## src/sv/bmsfs_pkg.sv

```systemverilog
// Package for the battery monitor frame sync decoder.
// Holds frame constants, the captured-frame struct and the framer status struct; no dependencies.
package bmsfs_pkg;

   localparam logic [7:0] SYNC_R    = 8'h52;
   localparam logic [7:0] SYNC_E    = 8'h45;
   localparam logic [7:0] SYNC_C    = 8'h43;
   localparam logic [7:0] SIGN_NEG  = 8'h01;
   localparam int         FRAME_LEN = 13;
   localparam int         POS_W     = 4;

   localparam logic [POS_W-1:0] POS_START = POS_W'(0);
   localparam logic [POS_W-1:0] POS_E     = POS_W'(1);
   localparam logic [POS_W-1:0] POS_C     = POS_W'(2);
   localparam logic [POS_W-1:0] POS_LAST  = POS_W'(FRAME_LEN - 1);

   typedef struct packed {
      logic [15:0] volt;
      logic [7:0]  sign;
      logic [15:0] amps;
      logic [15:0] ampmin;
      logic [7:0]  soc;
      logic [7:0]  err;
      logic [7:0]  temp;
   } frame_type;

   typedef struct packed {
      logic [POS_W-1:0] position;
      logic             at_last;
   } framer_status_type;

endpackage

```

## src/sv/bmsfs_framer.sv

```systemverilog
// Frame tracker: byte position counter, preamble check and payload capture.
// Depends on bmsfs_pkg.
module bmsfs_framer (
   input  logic                         clock,
   input  logic                         reset,
   input  logic                         byte_valid,
   input  logic [7:0]                   rx_byte,
   output logic                         frame_done,
   output bmsfs_pkg::frame_type         frame,
   output bmsfs_pkg::framer_status_type status
);
   import bmsfs_pkg::*;

   logic [POS_W-1:0] pos_ff, pos_in;
   logic [POS_W-1:0] pos_eff;
   logic [7:0]       bytes_ff [3:11];

   assign pos_eff = (pos_ff > POS_LAST) ? POS_START : pos_ff;

   always_comb begin
      pos_in = pos_ff;
      if (byte_valid) begin
         case (pos_eff)
            POS_START: pos_in = (rx_byte == SYNC_R) ? POS_E : POS_START;
            POS_E:     pos_in = (rx_byte == SYNC_E) ? POS_C : POS_START;
            POS_C:     pos_in = (rx_byte == SYNC_C) ? POS_W'(3) : POS_START;
            POS_LAST:  pos_in = POS_START;
            default:   pos_in = pos_eff + POS_W'(1);
         endcase
      end
   end

   always_ff @(posedge clock) begin
      if (reset) begin
         pos_ff <= POS_START;
      end else begin
         pos_ff <= pos_in;
      end
   end

   always_ff @(posedge clock) begin
      for (int i = 3; i <= 11; i++) begin
         if (byte_valid && pos_eff == POS_W'(i)) begin
            bytes_ff[i] <= rx_byte;
         end
      end
   end

   assign frame_done   = byte_valid && (pos_eff == POS_LAST);
   assign frame.volt   = {bytes_ff[4], bytes_ff[3]};
   assign frame.sign   = bytes_ff[5];
   assign frame.amps   = {bytes_ff[7], bytes_ff[6]};
   assign frame.ampmin = {bytes_ff[9], bytes_ff[8]};
   assign frame.soc    = bytes_ff[10];
   assign frame.err    = bytes_ff[11];
   assign frame.temp   = rx_byte;

   assign status.position = pos_ff;
   assign status.at_last  = (pos_eff == POS_LAST);

endmodule

```

## src/sv/bmsfs_decode.sv

```systemverilog
// Field decode and result register: signs current, scales charge, holds the result.
// Depends on bmsfs_pkg.
module bmsfs_decode (
   input  logic                 clock,
   input  logic                 reset,
   input  logic                 frame_done,
   input  bmsfs_pkg::frame_type frame,
   output logic                 rsp_valid,
   input  logic                 rsp_ready,
   output logic [15:0]          voltage_decivolts,
   output logic signed [16:0]   current_deciamps,
   output logic signed [22:0]   discharged_coulombs,
   output logic [7:0]           soc_percent,
   output logic [7:0]           error_flags,
   output logic [7:0]           temperature_c
);
   import bmsfs_pkg::*;

   logic               valid_ff;
   logic [15:0]        volt_ff;
   logic signed [16:0] amps_ff, amps_in;
   logic signed [22:0] coul_ff, coul_in;
   logic [7:0]         soc_ff, err_ff, temp_ff;
   logic [22:0]        ampmin_ext, times60;

   always_comb begin
      amps_in = (frame.sign == SIGN_NEG) ? -$signed({1'b0, frame.amps})
                                         :  $signed({1'b0, frame.amps});
      ampmin_ext = {7'b0, frame.ampmin};
      times60    = (ampmin_ext << 6) - (ampmin_ext << 2);
      coul_in    = -$signed(times60);
   end

   always_ff @(posedge clock) begin
      if (reset) begin
         valid_ff <= 1'b0;
      end else if (frame_done) begin
         valid_ff <= 1'b1;
      end else if (rsp_ready) begin
         valid_ff <= 1'b0;
      end
   end

   always_ff @(posedge clock) begin
      if (frame_done) begin
         volt_ff <= frame.volt;
         amps_ff <= amps_in;
         coul_ff <= coul_in;
         soc_ff  <= frame.soc;
         err_ff  <= frame.err;
         temp_ff <= frame.temp;
      end
   end

   assign rsp_valid           = valid_ff;
   assign voltage_decivolts   = volt_ff;
   assign current_deciamps    = amps_ff;
   assign discharged_coulombs = coul_ff;
   assign soc_percent         = soc_ff;
   assign error_flags         = err_ff;
   assign temperature_c       = temp_ff;

endmodule

```

## src/sv/bms_frame_sync_decoder.sv

```systemverilog
// Top level of the battery monitor frame sync decoder.
// rsp_valid rises in the cycle after the request carrying the last frame byte is accepted.
// Throughput: one request per cycle; only a last frame byte waits on a full result.
// Reset clears the byte position and the result valid; captured bytes are not reset.
// Depends on bmsfs_pkg, bmsfs_framer and bmsfs_decode.
module bms_frame_sync_decoder (
   input  logic                clock,
   input  logic                reset,
   input  logic                req_valid,
   output logic                req_ready,
   input  logic [7:0]          req_rx_byte,
   output logic                rsp_valid,
   input  logic                rsp_ready,
   output logic [15:0]         rsp_voltage_decivolts,
   output logic signed [16:0]  rsp_current_deciamps,
   output logic signed [22:0]  rsp_discharged_coulombs,
   output logic [7:0]          rsp_soc_percent,
   output logic [7:0]          rsp_error_flags,
   output logic [7:0]          rsp_temperature_c
);
   import bmsfs_pkg::*;

   logic              accept;
   logic              frame_done;
   frame_type         frame;
   framer_status_type status;

   assign req_ready = !status.at_last || !rsp_valid || rsp_ready;
   assign accept    = req_valid && req_ready;

   bmsfs_framer u_framer (
      .clock      (clock),
      .reset      (reset),
      .byte_valid (accept),
      .rx_byte    (req_rx_byte),
      .frame_done (frame_done),
      .frame      (frame),
      .status     (status)
   );

   bmsfs_decode u_decode (
      .clock               (clock),
      .reset               (reset),
      .frame_done          (frame_done),
      .frame               (frame),
      .rsp_valid           (rsp_valid),
      .rsp_ready           (rsp_ready),
      .voltage_decivolts   (rsp_voltage_decivolts),
      .current_deciamps    (rsp_current_deciamps),
      .discharged_coulombs (rsp_discharged_coulombs),
      .soc_percent         (rsp_soc_percent),
      .error_flags         (rsp_error_flags),
      .temperature_c       (rsp_temperature_c)
   );

   a_pos_range: assert property (@(posedge clock) disable iff (reset)
      status.position <= POS_LAST)
      else $error("byte position out of range");

   a_done_room: assert property (@(posedge clock) disable iff (reset)
      frame_done |-> (!rsp_valid || rsp_ready))
      else $error("frame completed with result register full");

   a_done_valid: assert property (@(posedge clock) disable iff (reset)
      frame_done |=> rsp_valid)
      else $error("completed frame produced no result");

   a_done_restart: assert property (@(posedge clock) disable iff (reset)
      frame_done |=> (status.position == POS_START))
      else $error("position not restarted after frame");

endmodule

```

## config.mk

```make
export PLATFORM = sky130hd
export DESIGN_NAME = bms_frame_sync_decoder
export DESIGN_NICKNAME = d
export VERILOG_FILES = /design/src/sv/bmsfs_pkg.sv /design/src/sv/bmsfs_framer.sv /design/src/sv/bmsfs_decode.sv /design/src/sv/bms_frame_sync_decoder.sv
export SDC_FILE = /design/constraint.sdc
export NUM_CORES = 1
export LEC_CHECK = 0
export ABC_CLOCK_PERIOD_IN_PS = 4700
export BUFFER_PORTS_ARGS = -buffer_cell sky130_fd_sc_hd__buf_4
export CAP_MARGIN = 10
export CORE_UTILIZATION = 50
export CTS_CLUSTER_DIAMETER = 40
export DETAILED_ROUTE_END_ITERATION = 6
export MAX_ROUTING_LAYER = met4
export PLACE_DENSITY = 0.82
export SLEW_MARGIN = 0
export SYNTH_ARGS = -nofsm -noshare
export SYNTH_HDL_FRONTEND = slang
export SYNTH_SLANG_ARGS = --single-unit
```

## constraint.sdc

```tcl
create_clock -name clock -period 4.7 [get_ports clock]
set_input_delay 0.235 -clock clock [delete_from_list [all_inputs] [get_ports clock]]
set_output_delay 0.235 -clock clock [all_outputs]
set_load 0.01 [all_outputs]
```

==> flow_metrics.tcl <==
set metrics [dict create \
    status "complete, no violations" \
    worstSetupEndpoint "u_decode.discharged_coulombs[12]$_DFFE_PP_" \
    leakagePower_nw 2.697 \
    ys_ff_latch 155 \
    fin_util 0.6412 \
    yosys_warnings 0 \
    crit_fanout 52 \
    max_cap_violations 0 \
    vias 3541 \
    met3_length_um 589 \
    wl_met1_um 4950 \
    seq_area_um2 4604 \
    final_hold_viol_count 0 \
    cts.repair.resized 0 \
    r2r_end "u_decode.discharged_coulombs[12]$_DFFE_PP_" \
    drt_pass1_iterations 5 \
    drv_slew 0 \
    start_util 0.5235 \
    numCtsBuffers 17 \
    max_slew_margin 0.4704 \
    yosysSeqAreaShare 0.7541 \
    cp-end-kind "register" \
    synth_edf_count 150 \
    r2r_start "u_framer.pos_ff[2]$_SDFFE_PP0P_" \
    syn_inst 374 \
    grt_start_max_net_pins 53 \
    critical_path_required_ns 4.78 \
    fillers 803 \
    p_total_mw 2.750 \
    wl_per_cell_um 18.59 \
    period_minus_slack_ns 2.754 \
    skew_ns 0.009685 \
    final_area_um2 7478 \
    tns_ns 0 \
    power.density_nw_per_um2 367.7 \
    first_iter_violations 269 \
    crit_start "u_framer.pos_ff[2]$_SDFFE_PP0P_" \
    fmax_mhz 363.1 \
    ios 94 \
    multi_input_area_um2 1400 \
    dpl_worst_slack_ns 1.927 \
    avgSynthCellArea_um2 16.33 \
    gp_congestion 0.8669 \
    insertion_delay_ns 0.41 \
    cts_root_buf "clkbuf_16" \
    grt_remaining_overflow 0 \
    cts_tree "yes" \
    postCtsSetupBuffers 0 \
    cts_num_sinks 155 \
    peakVddDrop_mv 0.2611 \
    grt_use_total 0.2037 \
    grt_antenna_before_repair 0 \
    ys.flop_type "edfxtp_1" \
    fin_nets 510 \
    dpl_cell_area_um2 6962 \
    detail-route-antenna-nets 0 \
    grt_pass1_wl_um 18300 \
    vias_per_cell 5.585 \
    post-route-period-util 0.5860 \
    die_area_um2 12660 \
    grt_pass1_vias 3494 \
    setup_viol 0 \
    port_buffers 91 \
    clk_pin_slew_ns 0.06 \
    wl_met2_um 6049 \
    htree_levels 4 \
    drc 0 \
    rows 39 \
    routed_wl_um 11780 \
    r2r_setup_slack_ns 1.95 \
    worstMarginPinSlew_ns 0.7925 \
    setup_ws_ns 1.946 \
    rsz0062_at_grt "no" \
    dpl.hpwl_um 7764 \
    cts_hold_buf 0 \
    die_y_um 112.5 \
    synth.distinct_cells 53 \
    netlist_area_um2 6106 \
    synth-async-reset-ratio 0 \
    antenna_cells 0 \
    area_delta_synth_final_pct 22.48 \
    cp-start-kind "register" \
    arrival_ns 2.84 \
    crit_type "reg2reg" \
    clock_path_buffers 2 \
    drive_gt1_frac 0.2525 \
    coreArea_um2 11660 \
    highest_layer "met4" \
    die_x_um 112.5 \
    ff2ff_path_depth 7 \
    hold_class "in2reg" \
]
[placed cells by master, fill, tap and decap left out, types with 2 or more instances in the layout]
cell / count
nor3_1: 6
o21ai_0: 14
a41oi_1: 2
clkinv_2: 2
a211oi_1: 5
nand2_1: 17
a21o_1: 5
buf_4: 91
and2_1: 6
dfxtp_1: 5
clkinv_1: 2
o31ai_1: 5
edfxtp_1: 150
clkbuf_16: 17
or2_2: 2
clkbuf_1: 5
nor2_1: 16
nand3_1: 4
nand2b_1: 5
nor2b_1: 6
nand4_1: 2
conb_1: 2
a21oi_1: 9
xor2_1: 6
and3_1: 6
xnor2_1: 21
inv_1: 20
nand3b_1: 5
and4b_1: 2
o21a_1: 3
or3_1: 4
ha_1: 17
[cells in the mapped netlist, drive strengths merged (3+ instances only)]
cell    instances  area share
nand2b          5      0.0051
o31ai           6      0.0082
a21o            5      0.0061
xor2            6      0.0086
o21ai          15       0.012
nor2b           6      0.0061
or3             4      0.0041
a21oi           9      0.0074
edfxtp        150        0.74
dfxtp           5       0.016
a211oi          5      0.0061
and2            6      0.0061
xnor2          21       0.030
ha             17       0.035
nand3b          5      0.0061
inv            20       0.012
buf             3      0.0043
nor2           17       0.010
o21a            3      0.0037
nand2          17       0.010
nand3           5      0.0049
clkbuf          3      0.0018
and3            6      0.0061
nor3            7      0.0076
[per-stage QoR]
step,cells,hold slack [ns]
after global placement,604,0.4007
after detailed placement,604,0.4045
after floorplan,375,0.3041
after CTS,634,0.007353
after global routing,634,0.007191
final,634,0.02340
[worst max-delay path, cell delays in order, from the launching register on]
cell and delay, ns:
dfxtp_1 0.38, nand2_1 0.12, nand2_1 0.10, ha_1 0.29, nand4_1 0.23, o21ai_1 0.25
nor2_4 0.67, buf_12 0.34
[report_power, final]
part | switching, mW | leakage, nW | internal, mW
Sequential | 0.00162 | 1.39 | 1.50
Clock | 0.485 | 0.249 | 0.718
Combinational | 0.0276 | 1.06 | 0.0120
[logic make-up after synthesis]
| logic type | Yosys count | synth area share |
|---|---|---|
| buf+inv | 26 | 0.01844 |
| other cells | 1 | 0.0006142 |
| compound gates | 55 | 0.06189 |
| mux | 1 | 0.001639 |
| fa+ha+maj | 18 | 0.03811 |
| flops | 155 | 0.7541 |
| simple gates | 91 | 0.08648 |
| xor+xnor | 27 | 0.03873 |
[sequential cells by signal, indices dropped and copies added, names as in the netlist]
| register | count |
|---|---|
| rsp_error_flags | 8 |
| rsp_soc_percent | 8 |
| u_decode.current_deciamps | 17 |
| u_decode.discharged_coulombs | 21 |
| u_decode.rsp_valid | 1 |
| u_decode.temperature_c | 8 |
| u_decode.voltage_decivolts | 16 |
| u_framer.bytes_ff | 72 |
| u_framer.pos_ff | 4 |
[layer usage]
layer	track usage	up-vias
met5	-	-
met4	0.1013	0
met3	0.04320	20
met2	0.3251	130
met1	0.2480	1763
li1	-	1628
[worst min-delay path by stage]
stage               depth (start not counted)                                from  slack (ns)                         endpoint
floorplan                                   1                               reset        0.30  u_framer.pos_ff[2]$_SDFFE_PP0P_
global placement                            0  u_framer.bytes_ff[10][3]$_DFFE_PP_        0.40     rsp_soc_percent[3]$_DFFE_PP_
detailed placement                          0  u_framer.bytes_ff[11][1]$_DFFE_PP_        0.40     rsp_error_flags[1]$_DFFE_PP_
CTS                                         2                               reset       0.007  u_framer.pos_ff[3]$_SDFFE_PP0P_
global route                                2                               reset       0.007  u_framer.pos_ff[3]$_SDFFE_PP0P_
finish                                      2                               reset        0.02  u_framer.pos_ff[3]$_SDFFE_PP0P_
[cell type report]
| cell class | instances | area share |
|---|---|---|
| Clock inverter | 8 | 0.009704 |
| Inverter | 20 | 0.01004 |
| Sequential cell | 155 | 0.6157 |
| Clock buffer | 22 | 0.05939 |
| Tap cell | 143 | 0.02393 |
| Multi-Input combinational cell | 194 | 0.1872 |
| Timing Repair Buffer | 92 | 0.09403 |
Power figures use the tool's default switching activity.
